`config.mk`:
```
export PLATFORM = sky130hd
export DESIGN_NAME = two_table_cuckoo_hash
export DESIGN_NICKNAME = d
export VERILOG_FILES = /design/src/hdl/cht_pkg.sv /design/src/hdl/two_table_cuckoo_hash.sv
export SDC_FILE = /design/constraint.sdc
export NUM_CORES = 1
export LEC_CHECK = 0
export BUFFER_PORTS_ARGS = -buffer_cell sky130_fd_sc_hd__buf_4
export CORE_MARGIN = 1.5
export CORE_UTILIZATION = 60
export CTS_BUF_LIST = sky130_fd_sc_hd__clkbuf_8
export CTS_CLUSTER_DIAMETER = 40
export DETAILED_ROUTE_END_ITERATION = 8
export PLACE_DENSITY = 0.77
export REMOVE_ABC_BUFFERS = 1
export SLEW_MARGIN = 20
export SYNTH_ARGS = -nofsm -noshare
export SYNTH_HDL_FRONTEND = slang
export SYNTH_SLANG_ARGS = --single-unit
```
`constraint.sdc`:
```
create_clock -name clk_i -period 8.9 [get_ports clk_i]
set_input_delay 0.445 -clock clk_i [delete_from_list [all_inputs] [get_ports clk_i]]
set_output_delay 0.445 -clock clk_i [all_outputs]
set_load 0.005 [all_outputs]
```
`src/hdl/cht_pkg.sv`:
```
// Shared types and constants for the two-table cuckoo hash store.
// No dependencies; used by two_table_cuckoo_hash.
`default_nettype none

package cht_pkg;

  localparam int KEY_W         = 31;
  localparam int FUNC_W        = 2;
  localparam int SLOT_W        = 10;
  localparam int SLOTS_DEFAULT = 16;

  localparam int S_TDATA_W = 40;
  localparam int M_TDATA_W = 16;

  // reciprocal hashing: q = (key * magic) >> shift, exact for any 31-bit key
  localparam int MAGIC_W = 32;
  localparam int PROD_W  = KEY_W + MAGIC_W;
  localparam int DEC_W   = 4;
  localparam int DEC_SHIFT = KEY_W + DEC_W;
  localparam logic [MAGIC_W-1:0] DEC_MAGIC = 32'hCCCC_CCCD;

  typedef enum logic [FUNC_W-1:0] {
    FUNC_SEARCH = 2'd0,
    FUNC_INSERT = 2'd1,
    FUNC_DELETE = 2'd2
  } func_e;

  typedef struct packed {
    logic             tomb;
    logic             used;
    logic [KEY_W-1:0] key;
  } first_entry_t;

  typedef struct packed {
    logic             used;
    logic [KEY_W-1:0] key;
  } second_entry_t;

endpackage

`default_nettype wire

```
`src/hdl/two_table_cuckoo_hash.sv`:
```
// A search, delete or free-slot insert passes through hash multiply, remainder, memory read and
// update; an insert that finds its first-table slot used rehashes the displaced occupant through
// the same steps. A new item is taken only in idle, after the previous update, and the update waits
// for the previous result transfer. Reset: asynchronous, active low; a clearing pass then empties
// both tables while s_axis_tready stays low. Depends on cht_pkg.
`default_nettype none

module two_table_cuckoo_hash #(
  parameter int SLOTS = cht_pkg::SLOTS_DEFAULT
) (
  input  wire logic                          clk_i,
  input  wire logic                          rst_ni,
  input  wire logic                          s_axis_tvalid,
  output logic                               s_axis_tready,
  // [1:0] func, [32:2] key, [39:33] zero
  input  wire logic [cht_pkg::S_TDATA_W-1:0] s_axis_tdata,
  output logic                               m_axis_tvalid,
  input  wire logic                          m_axis_tready,
  // [0] found, [1] in_second_table, [11:2] slot, [12] dropped, [15:13] zero
  output logic [cht_pkg::M_TDATA_W-1:0]      m_axis_tdata
);

  localparam int SW = $clog2(SLOTS);
  localparam logic [SW-1:0] LAST_SLOT = SW'(SLOTS - 1);
  localparam int HOME_SHIFT = cht_pkg::KEY_W + SW;
  localparam logic [cht_pkg::MAGIC_W-1:0] HOME_MAGIC =
    cht_pkg::MAGIC_W'(((64'd1 << HOME_SHIFT) + 64'(SLOTS) - 64'd1) / 64'(SLOTS));
  localparam logic [SW-1:0] SLOTS_LO = SW'(SLOTS);
  localparam logic [cht_pkg::DEC_W-1:0] TEN_LO = cht_pkg::DEC_W'(10);

  // second hash by key mod 10: digit = (9*r) mod 10, slot = SLOTS*digit/10
  localparam logic [SW-1:0] H2_1 = SW'((SLOTS * 1) / 10);
  localparam logic [SW-1:0] H2_2 = SW'((SLOTS * 2) / 10);
  localparam logic [SW-1:0] H2_3 = SW'((SLOTS * 3) / 10);
  localparam logic [SW-1:0] H2_4 = SW'((SLOTS * 4) / 10);
  localparam logic [SW-1:0] H2_5 = SW'((SLOTS * 5) / 10);
  localparam logic [SW-1:0] H2_6 = SW'((SLOTS * 6) / 10);
  localparam logic [SW-1:0] H2_7 = SW'((SLOTS * 7) / 10);
  localparam logic [SW-1:0] H2_8 = SW'((SLOTS * 8) / 10);
  localparam logic [SW-1:0] H2_9 = SW'((SLOTS * 9) / 10);

  typedef enum logic [2:0] {
    ST_CLEAR,
    ST_IDLE,
    ST_HASH,
    ST_MOD,
    ST_RD,
    ST_EV
  } state_e;

  function automatic logic [SW-1:0] hash_two(input logic [cht_pkg::DEC_W-1:0] r);
    logic [SW-1:0] h;
    case (r)
      4'd1:    h = H2_9;
      4'd2:    h = H2_8;
      4'd3:    h = H2_7;
      4'd4:    h = H2_6;
      4'd5:    h = H2_5;
      4'd6:    h = H2_4;
      4'd7:    h = H2_3;
      4'd8:    h = H2_2;
      4'd9:    h = H2_1;
      default: h = '0;
    endcase
    return h;
  endfunction

  state_e                       state_q, state_d;
  logic [SW-1:0]                clr_q, clr_d;
  logic [cht_pkg::KEY_W-1:0]    hk_q, hk_d;
  logic [SW-1:0]                qs_q, qs_d;
  logic [cht_pkg::DEC_W-1:0]    qt_q, qt_d;
  logic [SW-1:0]                ha_q, ha_d;
  logic [SW-1:0]                hb_q, hb_d;
  cht_pkg::func_e               func_q, func_d;
  logic [cht_pkg::KEY_W-1:0]    key_q, key_d;
  logic                         occ_q, occ_d;
  logic                         mv_q, mv_d;
  logic                         found_q, found_d;
  logic                         sec_q, sec_d;
  logic [cht_pkg::SLOT_W-1:0]   slot_q, slot_d;
  logic                         drop_q, drop_d;

  cht_pkg::first_entry_t        mem1 [SLOTS];
  cht_pkg::second_entry_t       mem2 [SLOTS];
  cht_pkg::first_entry_t        rd1_q, w1_data;
  cht_pkg::second_entry_t       rd2_q, w2_data;
  logic                         w1_en, w2_en;
  logic [SW-1:0]                w1_addr, w2_addr;

  logic [cht_pkg::PROD_W-1:0]   prod_h, prod_t;
  logic [SW-1:0]                qs_nx, rs_mod;
  logic [cht_pkg::DEC_W-1:0]    qt_nx, rt_mod;
  logic                         stop1, hit1, hit2, done;

  // only the low quotient bits are kept: each remainder fits in them
  assign prod_h = cht_pkg::PROD_W'(hk_q) * cht_pkg::PROD_W'(HOME_MAGIC);
  assign prod_t = cht_pkg::PROD_W'(hk_q) * cht_pkg::PROD_W'(cht_pkg::DEC_MAGIC);
  assign qs_nx  = prod_h[HOME_SHIFT +: SW];
  assign qt_nx  = prod_t[cht_pkg::DEC_SHIFT +: cht_pkg::DEC_W];
  assign rs_mod = hk_q[SW-1:0] - qs_q * SLOTS_LO;
  assign rt_mod = hk_q[cht_pkg::DEC_W-1:0] - qt_q * TEN_LO;

  assign stop1 = !rd1_q.used && !rd1_q.tomb;
  assign hit1  = rd1_q.used && (rd1_q.key == key_q);
  assign hit2  = !stop1 && rd2_q.used && (rd2_q.key == key_q);

  always_comb begin
    state_d = state_q;
    clr_d   = clr_q;
    hk_d    = hk_q;
    qs_d    = qs_q;
    qt_d    = qt_q;
    ha_d    = ha_q;
    hb_d    = hb_q;
    func_d  = func_q;
    key_d   = key_q;
    occ_d   = occ_q;
    mv_d    = mv_q && !m_axis_tready;
    found_d = found_q;
    sec_d   = sec_q;
    slot_d  = slot_q;
    drop_d  = drop_q;
    w1_en   = 1'b0;
    w1_addr = ha_q;
    w1_data = '0;
    w2_en   = 1'b0;
    w2_addr = hb_q;
    w2_data = '0;
    done    = 1'b0;
    case (state_q)
      ST_CLEAR: begin
        w1_en   = 1'b1;
        w1_addr = clr_q;
        w2_en   = 1'b1;
        w2_addr = clr_q;
        clr_d   = clr_q + 1'b1;
        if (clr_q == LAST_SLOT) state_d = ST_IDLE;
      end
      ST_IDLE: begin
        if (s_axis_tvalid) begin
          func_d  = cht_pkg::func_e'(s_axis_tdata[cht_pkg::FUNC_W-1:0]);
          key_d   = s_axis_tdata[cht_pkg::FUNC_W +: cht_pkg::KEY_W];
          hk_d    = s_axis_tdata[cht_pkg::FUNC_W +: cht_pkg::KEY_W];
          occ_d   = 1'b0;
          state_d = ST_HASH;
        end
      end
      ST_HASH: begin
        qs_d    = qs_nx;
        qt_d    = qt_nx;
        state_d = ST_MOD;
      end
      ST_MOD: begin
        if (!occ_q) ha_d = rs_mod;
        hb_d    = hash_two(rt_mod);
        state_d = ST_RD;
      end
      ST_RD: begin
        state_d = ST_EV;
      end
      ST_EV: begin
        if (!mv_q || m_axis_tready) begin
          done    = 1'b1;
          found_d = 1'b0;
          sec_d   = 1'b0;
          slot_d  = '0;
          drop_d  = 1'b0;
          case (func_q)
            cht_pkg::FUNC_SEARCH, cht_pkg::FUNC_DELETE: begin
              if (hit1) begin
                found_d = 1'b1;
                slot_d  = cht_pkg::SLOT_W'(ha_q);
                if (func_q == cht_pkg::FUNC_DELETE) begin
                  w1_en        = 1'b1;
                  w1_data.tomb = 1'b1;
                end
              end else if (hit2) begin
                found_d = 1'b1;
                sec_d   = 1'b1;
                slot_d  = cht_pkg::SLOT_W'(hb_q);
                if (func_q == cht_pkg::FUNC_DELETE) w2_en = 1'b1;
              end
            end
            cht_pkg::FUNC_INSERT: begin
              if (!occ_q) begin
                if (!rd1_q.used) begin
                  w1_en        = 1'b1;
                  w1_data.used = 1'b1;
                  w1_data.key  = key_q;
                end else begin
                  // displace: rehash the occupant
                  done    = 1'b0;
                  hk_d    = rd1_q.key;
                  occ_d   = 1'b1;
                  state_d = ST_HASH;
                end
              end else if (!rd2_q.used) begin
                w2_en        = 1'b1;
                w2_data.used = 1'b1;
                w2_data.key  = rd1_q.key;
                w1_en        = 1'b1;
                w1_data      = rd1_q;
                w1_data.key  = key_q;
              end else begin
                drop_d = 1'b1;
              end
            end
            default: ;
          endcase
          if (done) begin
            mv_d    = 1'b1;
            state_d = ST_IDLE;
          end
        end
      end
      default: state_d = ST_IDLE;
    endcase
  end

  always_ff @(posedge clk_i or negedge rst_ni) begin
    if (!rst_ni) begin
      state_q <= ST_CLEAR;
      clr_q   <= '0;
      occ_q   <= 1'b0;
      mv_q    <= 1'b0;
    end else begin
      state_q <= state_d;
      clr_q   <= clr_d;
      occ_q   <= occ_d;
      mv_q    <= mv_d;
    end
  end

  always_ff @(posedge clk_i) begin
    hk_q    <= hk_d;
    qs_q    <= qs_d;
    qt_q    <= qt_d;
    ha_q    <= ha_d;
    hb_q    <= hb_d;
    func_q  <= func_d;
    key_q   <= key_d;
    found_q <= found_d;
    sec_q   <= sec_d;
    slot_q  <= slot_d;
    drop_q  <= drop_d;
  end

  always_ff @(posedge clk_i) begin
    if (w1_en) mem1[w1_addr] <= w1_data;
    rd1_q <= mem1[ha_q];
  end

  always_ff @(posedge clk_i) begin
    if (w2_en) mem2[w2_addr] <= w2_data;
    rd2_q <= mem2[hb_q];
  end

  assign s_axis_tready = (state_q == ST_IDLE);
  assign m_axis_tvalid = mv_q;
  assign m_axis_tdata  = cht_pkg::M_TDATA_W'({drop_q, slot_q, sec_q, found_q});

  a_accept_starts_hash: assert property (@(posedge clk_i) disable iff (!rst_ni)
    (s_axis_tvalid && s_axis_tready) |=> (state_q == ST_HASH))
    else $error("accepted item did not start the hash");

  a_result_from_update: assert property (@(posedge clk_i) disable iff (!rst_ni)
    $rose(m_axis_tvalid) |-> ($past(state_q) == ST_EV))
    else $error("result raised outside the update cycle");

  a_no_result_in_clear: assert property (@(posedge clk_i) disable iff (!rst_ni)
    (state_q == ST_CLEAR) |-> !m_axis_tvalid)
    else $error("result during clearing pass");

  a_read_after_hash: assert property (@(posedge clk_i) disable iff (!rst_ni)
    (state_q == ST_RD) |-> ($past(state_q) == ST_MOD))
    else $error("memory read without a finished hash");

  a_drop_excludes_hit: assert property (@(posedge clk_i) disable iff (!rst_ni)
    m_axis_tvalid |-> !(found_q && drop_q))
    else $error("result both found and dropped");

endmodule

`default_nettype wire
```
==> impl_results.md <==
- Clk sinks: 1196
- Asr flop ratio synth: 0.00753
- Period minus WS final: 6970 ps
- Multi-input logic area: 16500 µm²
- Core Util, Final: 0.676
- CP startpoint kind: flop
- Worst hold path class: input port to flop
- Net count, final: 3328
- Final instance area: 58800 µm²
- Seq. cell area: 35200 µm²
- Die Area: 89900 µm²
- Number of global-route vias before repair: 27.4k
- WP buf/inv: 6
- Synthesized-area fraction occupied by adder cells: 0.112
- Cells after Synth: 2695
- Via count: 25.9k
- Initial antenna violation count: 5
- Initial DRC count: 3007
- Worst slew margin: 0.295
- Largest net degree at the start of global routing: 138
- Synth Cell Area: 52900 µm²
- H-tree level count: 4
- Chip width: 300 µm
- Mean area per synthesized cell: 19.6 µm²
- Wire length per cell: 28.1 µm
- CP peak stage delay: 590 ps
- Cell family with most CP delay: adder cells
- TritonRoute pass-1 iters: 7
- Flops & latches, synth: 1196
- Post-Synth Simple-Gate Area: 0.0235
- Setup violators final: 0
- GRT overflow: 0
- Arrival time worst endpoint: 7520 ps
- CP cell instances: ha_1, fa_1, inv_1, fa_1, inv_1, fa_1, inv_1, fa_1, inv_1, fa_1, inv_1, fa_1, fa_1, inv_1, ha_1, nand3_1, nor3_1, and3_1, o2bb2ai_1, a211oi_1, xnor2_1
- Max cap viols: 0
- Detailed Place HPWL: 69.8 mm
- Critical path class: flop to flop
- Slowest stage cell, crit path: fa_1
- Least-Margin Pin Slew: 1060 ps
- Final hold vios: 0
- Vias per inst: 6.13
- Register area share after synthesis: 0.666
- Worst Path Max Fanout: 6
- First-pass GRT wire length: 175 mm
- CTS tree: built
- Post-DP Area: 54900 µm²
- RSZ-0062 raised after global routing: false
- Final wirelength: 119 mm
- Core Box Area: 87000 µm²
- CTS Buffer Depth: 3
- Period utilization: 0.783
- Max-slew violation count: 0
- Post-synth cell types: 58
- Clock Latency Late Sink: 860 ps
- Req. time, crit path: 9450 ps
- Post-synth EDFFs: 1122
- Clock Skew: 54.3 ps
- Status: finished, final reports clean
- RD Place Congestion: 0.923
- Post-CTS Setup Bufs: 0
- Area grow syn2layout: 11.3%
- Compound-gate portion of the synthesized area: 0.0115
- Die Ht: 300 µm
- Port buffer count: 45
- Mux cell area share after synthesis: 0.145
- Largest family of logic cells by synthesized area: multiplexers
- Critical path endpoint category: flop
- Antenna-violating nets left: 0
- Share of cells above drive strength 1: 0.239
- Most used flip-flop cell after synthesis: edfxtp_1
- Site Rows: 108
- Setup_tns: 0 ps
- Highest clock rate: 0.143 GHz
- Total GRT Usage: 0.273
- Root buf cell: clkbuf_8
- Total CTS buffers: 181
- Number of remaining DRC errors: 0
- FILL cells: 5532
- Starting Density: 0.608
- IO Pins: 62
- Synth Area in XOR/XNOR: 0.0146
- Yosys warning count: 0
- Worst-path clk slew: 60 ps
- Most common cell on crit path: fa_1
## synth_stat cells, types with 31 or more instances
library cell	n	area, µm²
inv_1	255	957
and2_1	64	400
xor2_1	39	342
fa_1	174	3480
ha_1	194	2430
a21oi_1	32	160
xnor2_1	49	429
mux4_2	325	7320
nor2_1	53	199
edfxtp_1	1122	33700
dfxtp_1	65	1300
mux2_2	31	349
clkbuf_1	53	199
## sequential cells by signal, summed over array words and instances, names as in the netlist, 2 cells and up
signal / count
hk_q: 31
hb_q: 4
key_q: 31
func_q: 2
ha_q: 4
slot_q: 4
rd2_q: 32
clr_q: 4
mem1: 528
qt_q: 3
rd1_q: 33
state_q: 3
mem2: 512
## repair_timing
action | CTS | global route
endpoints found under the hold margin | 64 | 0
hold buffers | 36 | 0
resized for setup | 0 | 0
## cell type report
cell class / count / share of cell area
flip-flops and latches: 1196 / 0.599
multi-input cells: 1148 / 0.280
clock buffers: 198 / 0.0463
well taps: 1155 / 0.0246
repair buffers: 134 / 0.0196
inverters: 255 / 0.0163
clock inverters: 142 / 0.0144
diodes: 2 / 0.0000851
## final timing paths
| check | slack [ps] | to | depth (start not counted) | from |
|---|---|---|---|---|
| hold reg to reg | 560 | clr_q[2] | 1 | clr_q[2] |
| min in group asynchronous | 650 | clr_q[3] | 3 | rst_ni |
| hold / removal | 90 | state_q[0] | 4 | s_axis_tvalid |
| setup / recovery | 1930 | qt_q[1] | 21 | hk_q[4] |
| setup reg to reg | 1930 | qt_q[1] | 21 | hk_q[4] |
| max in group asynchronous | 7910 | state_q[1] | 3 | rst_ni |
## worst min-delay path, delay by kind of cell
kind	cells	cell delay, ps
AOI/OAI and AO/OA	2	280
buffers and inverters	1	90
and+or+nand+nor	1	60
## per-stage QoR
stage / setup WS (ps) / std cells / hold slack [ps]
6_report: 1930 / 4230 / 93.1
5_1_grt: 1600 / 4229 / 83.0
4_1_cts: 1970 / 4227 / 9.16
3_5_place_dp: 1990 / 3851 / 282
3_3_place_gp: 2120 / 3850 / 278
2_1_floorplan: 219 / 2599 / 149
## cell families (layout without fill, tap and decap cells)
logic type / count (synthesis) / after routing
DFF: 1196 / 1196
and+or+nand+nor: 230 / 230
xor gates and xnor gates: 88 / 88
AOI/OAI and AO/OA: 95 / 95
adders and majority gates: 368 / 368
other: 1 / 11
muxes: 358 / 358
buffers and inverters: 359 / 729
## per-layer routing
metal / wire, µm / GRT usage / up-vias
met5: 148 / 0 / -
li1: - / - / 10900
met4: 3820 / 0.0979 / 4
met1: 45400 / 0.368 / 13500
met2: 58800 / 0.442 / 1270
met3: 10800 / 0.0626 / 243
## cells in the final DEF (no fill, tap or decap), types with 15 or more instances in the layout
cell type and n:
edfxtp_1 1122, inv_1 332, mux4_2 325, clkbuf_8 198, ha_1 194, fa_1 174, buf_4 93, dfxtp_1 65
and2_1 64, xnor2_1 49, xor2_1 39, nor2_1 37, dlygate4sd3_1 36, a21oi_1 32, mux2_2 31, clkinv_1 25
nand2_1 19, nand3_1 17, nor2_4 16, nor3_2 16, nand4_1 15, o21ai_0 15, clkinv_2 15
Power is not shown: default switching activity piles up to over one toggle a cycle in this logic, so the estimate is an artifact.
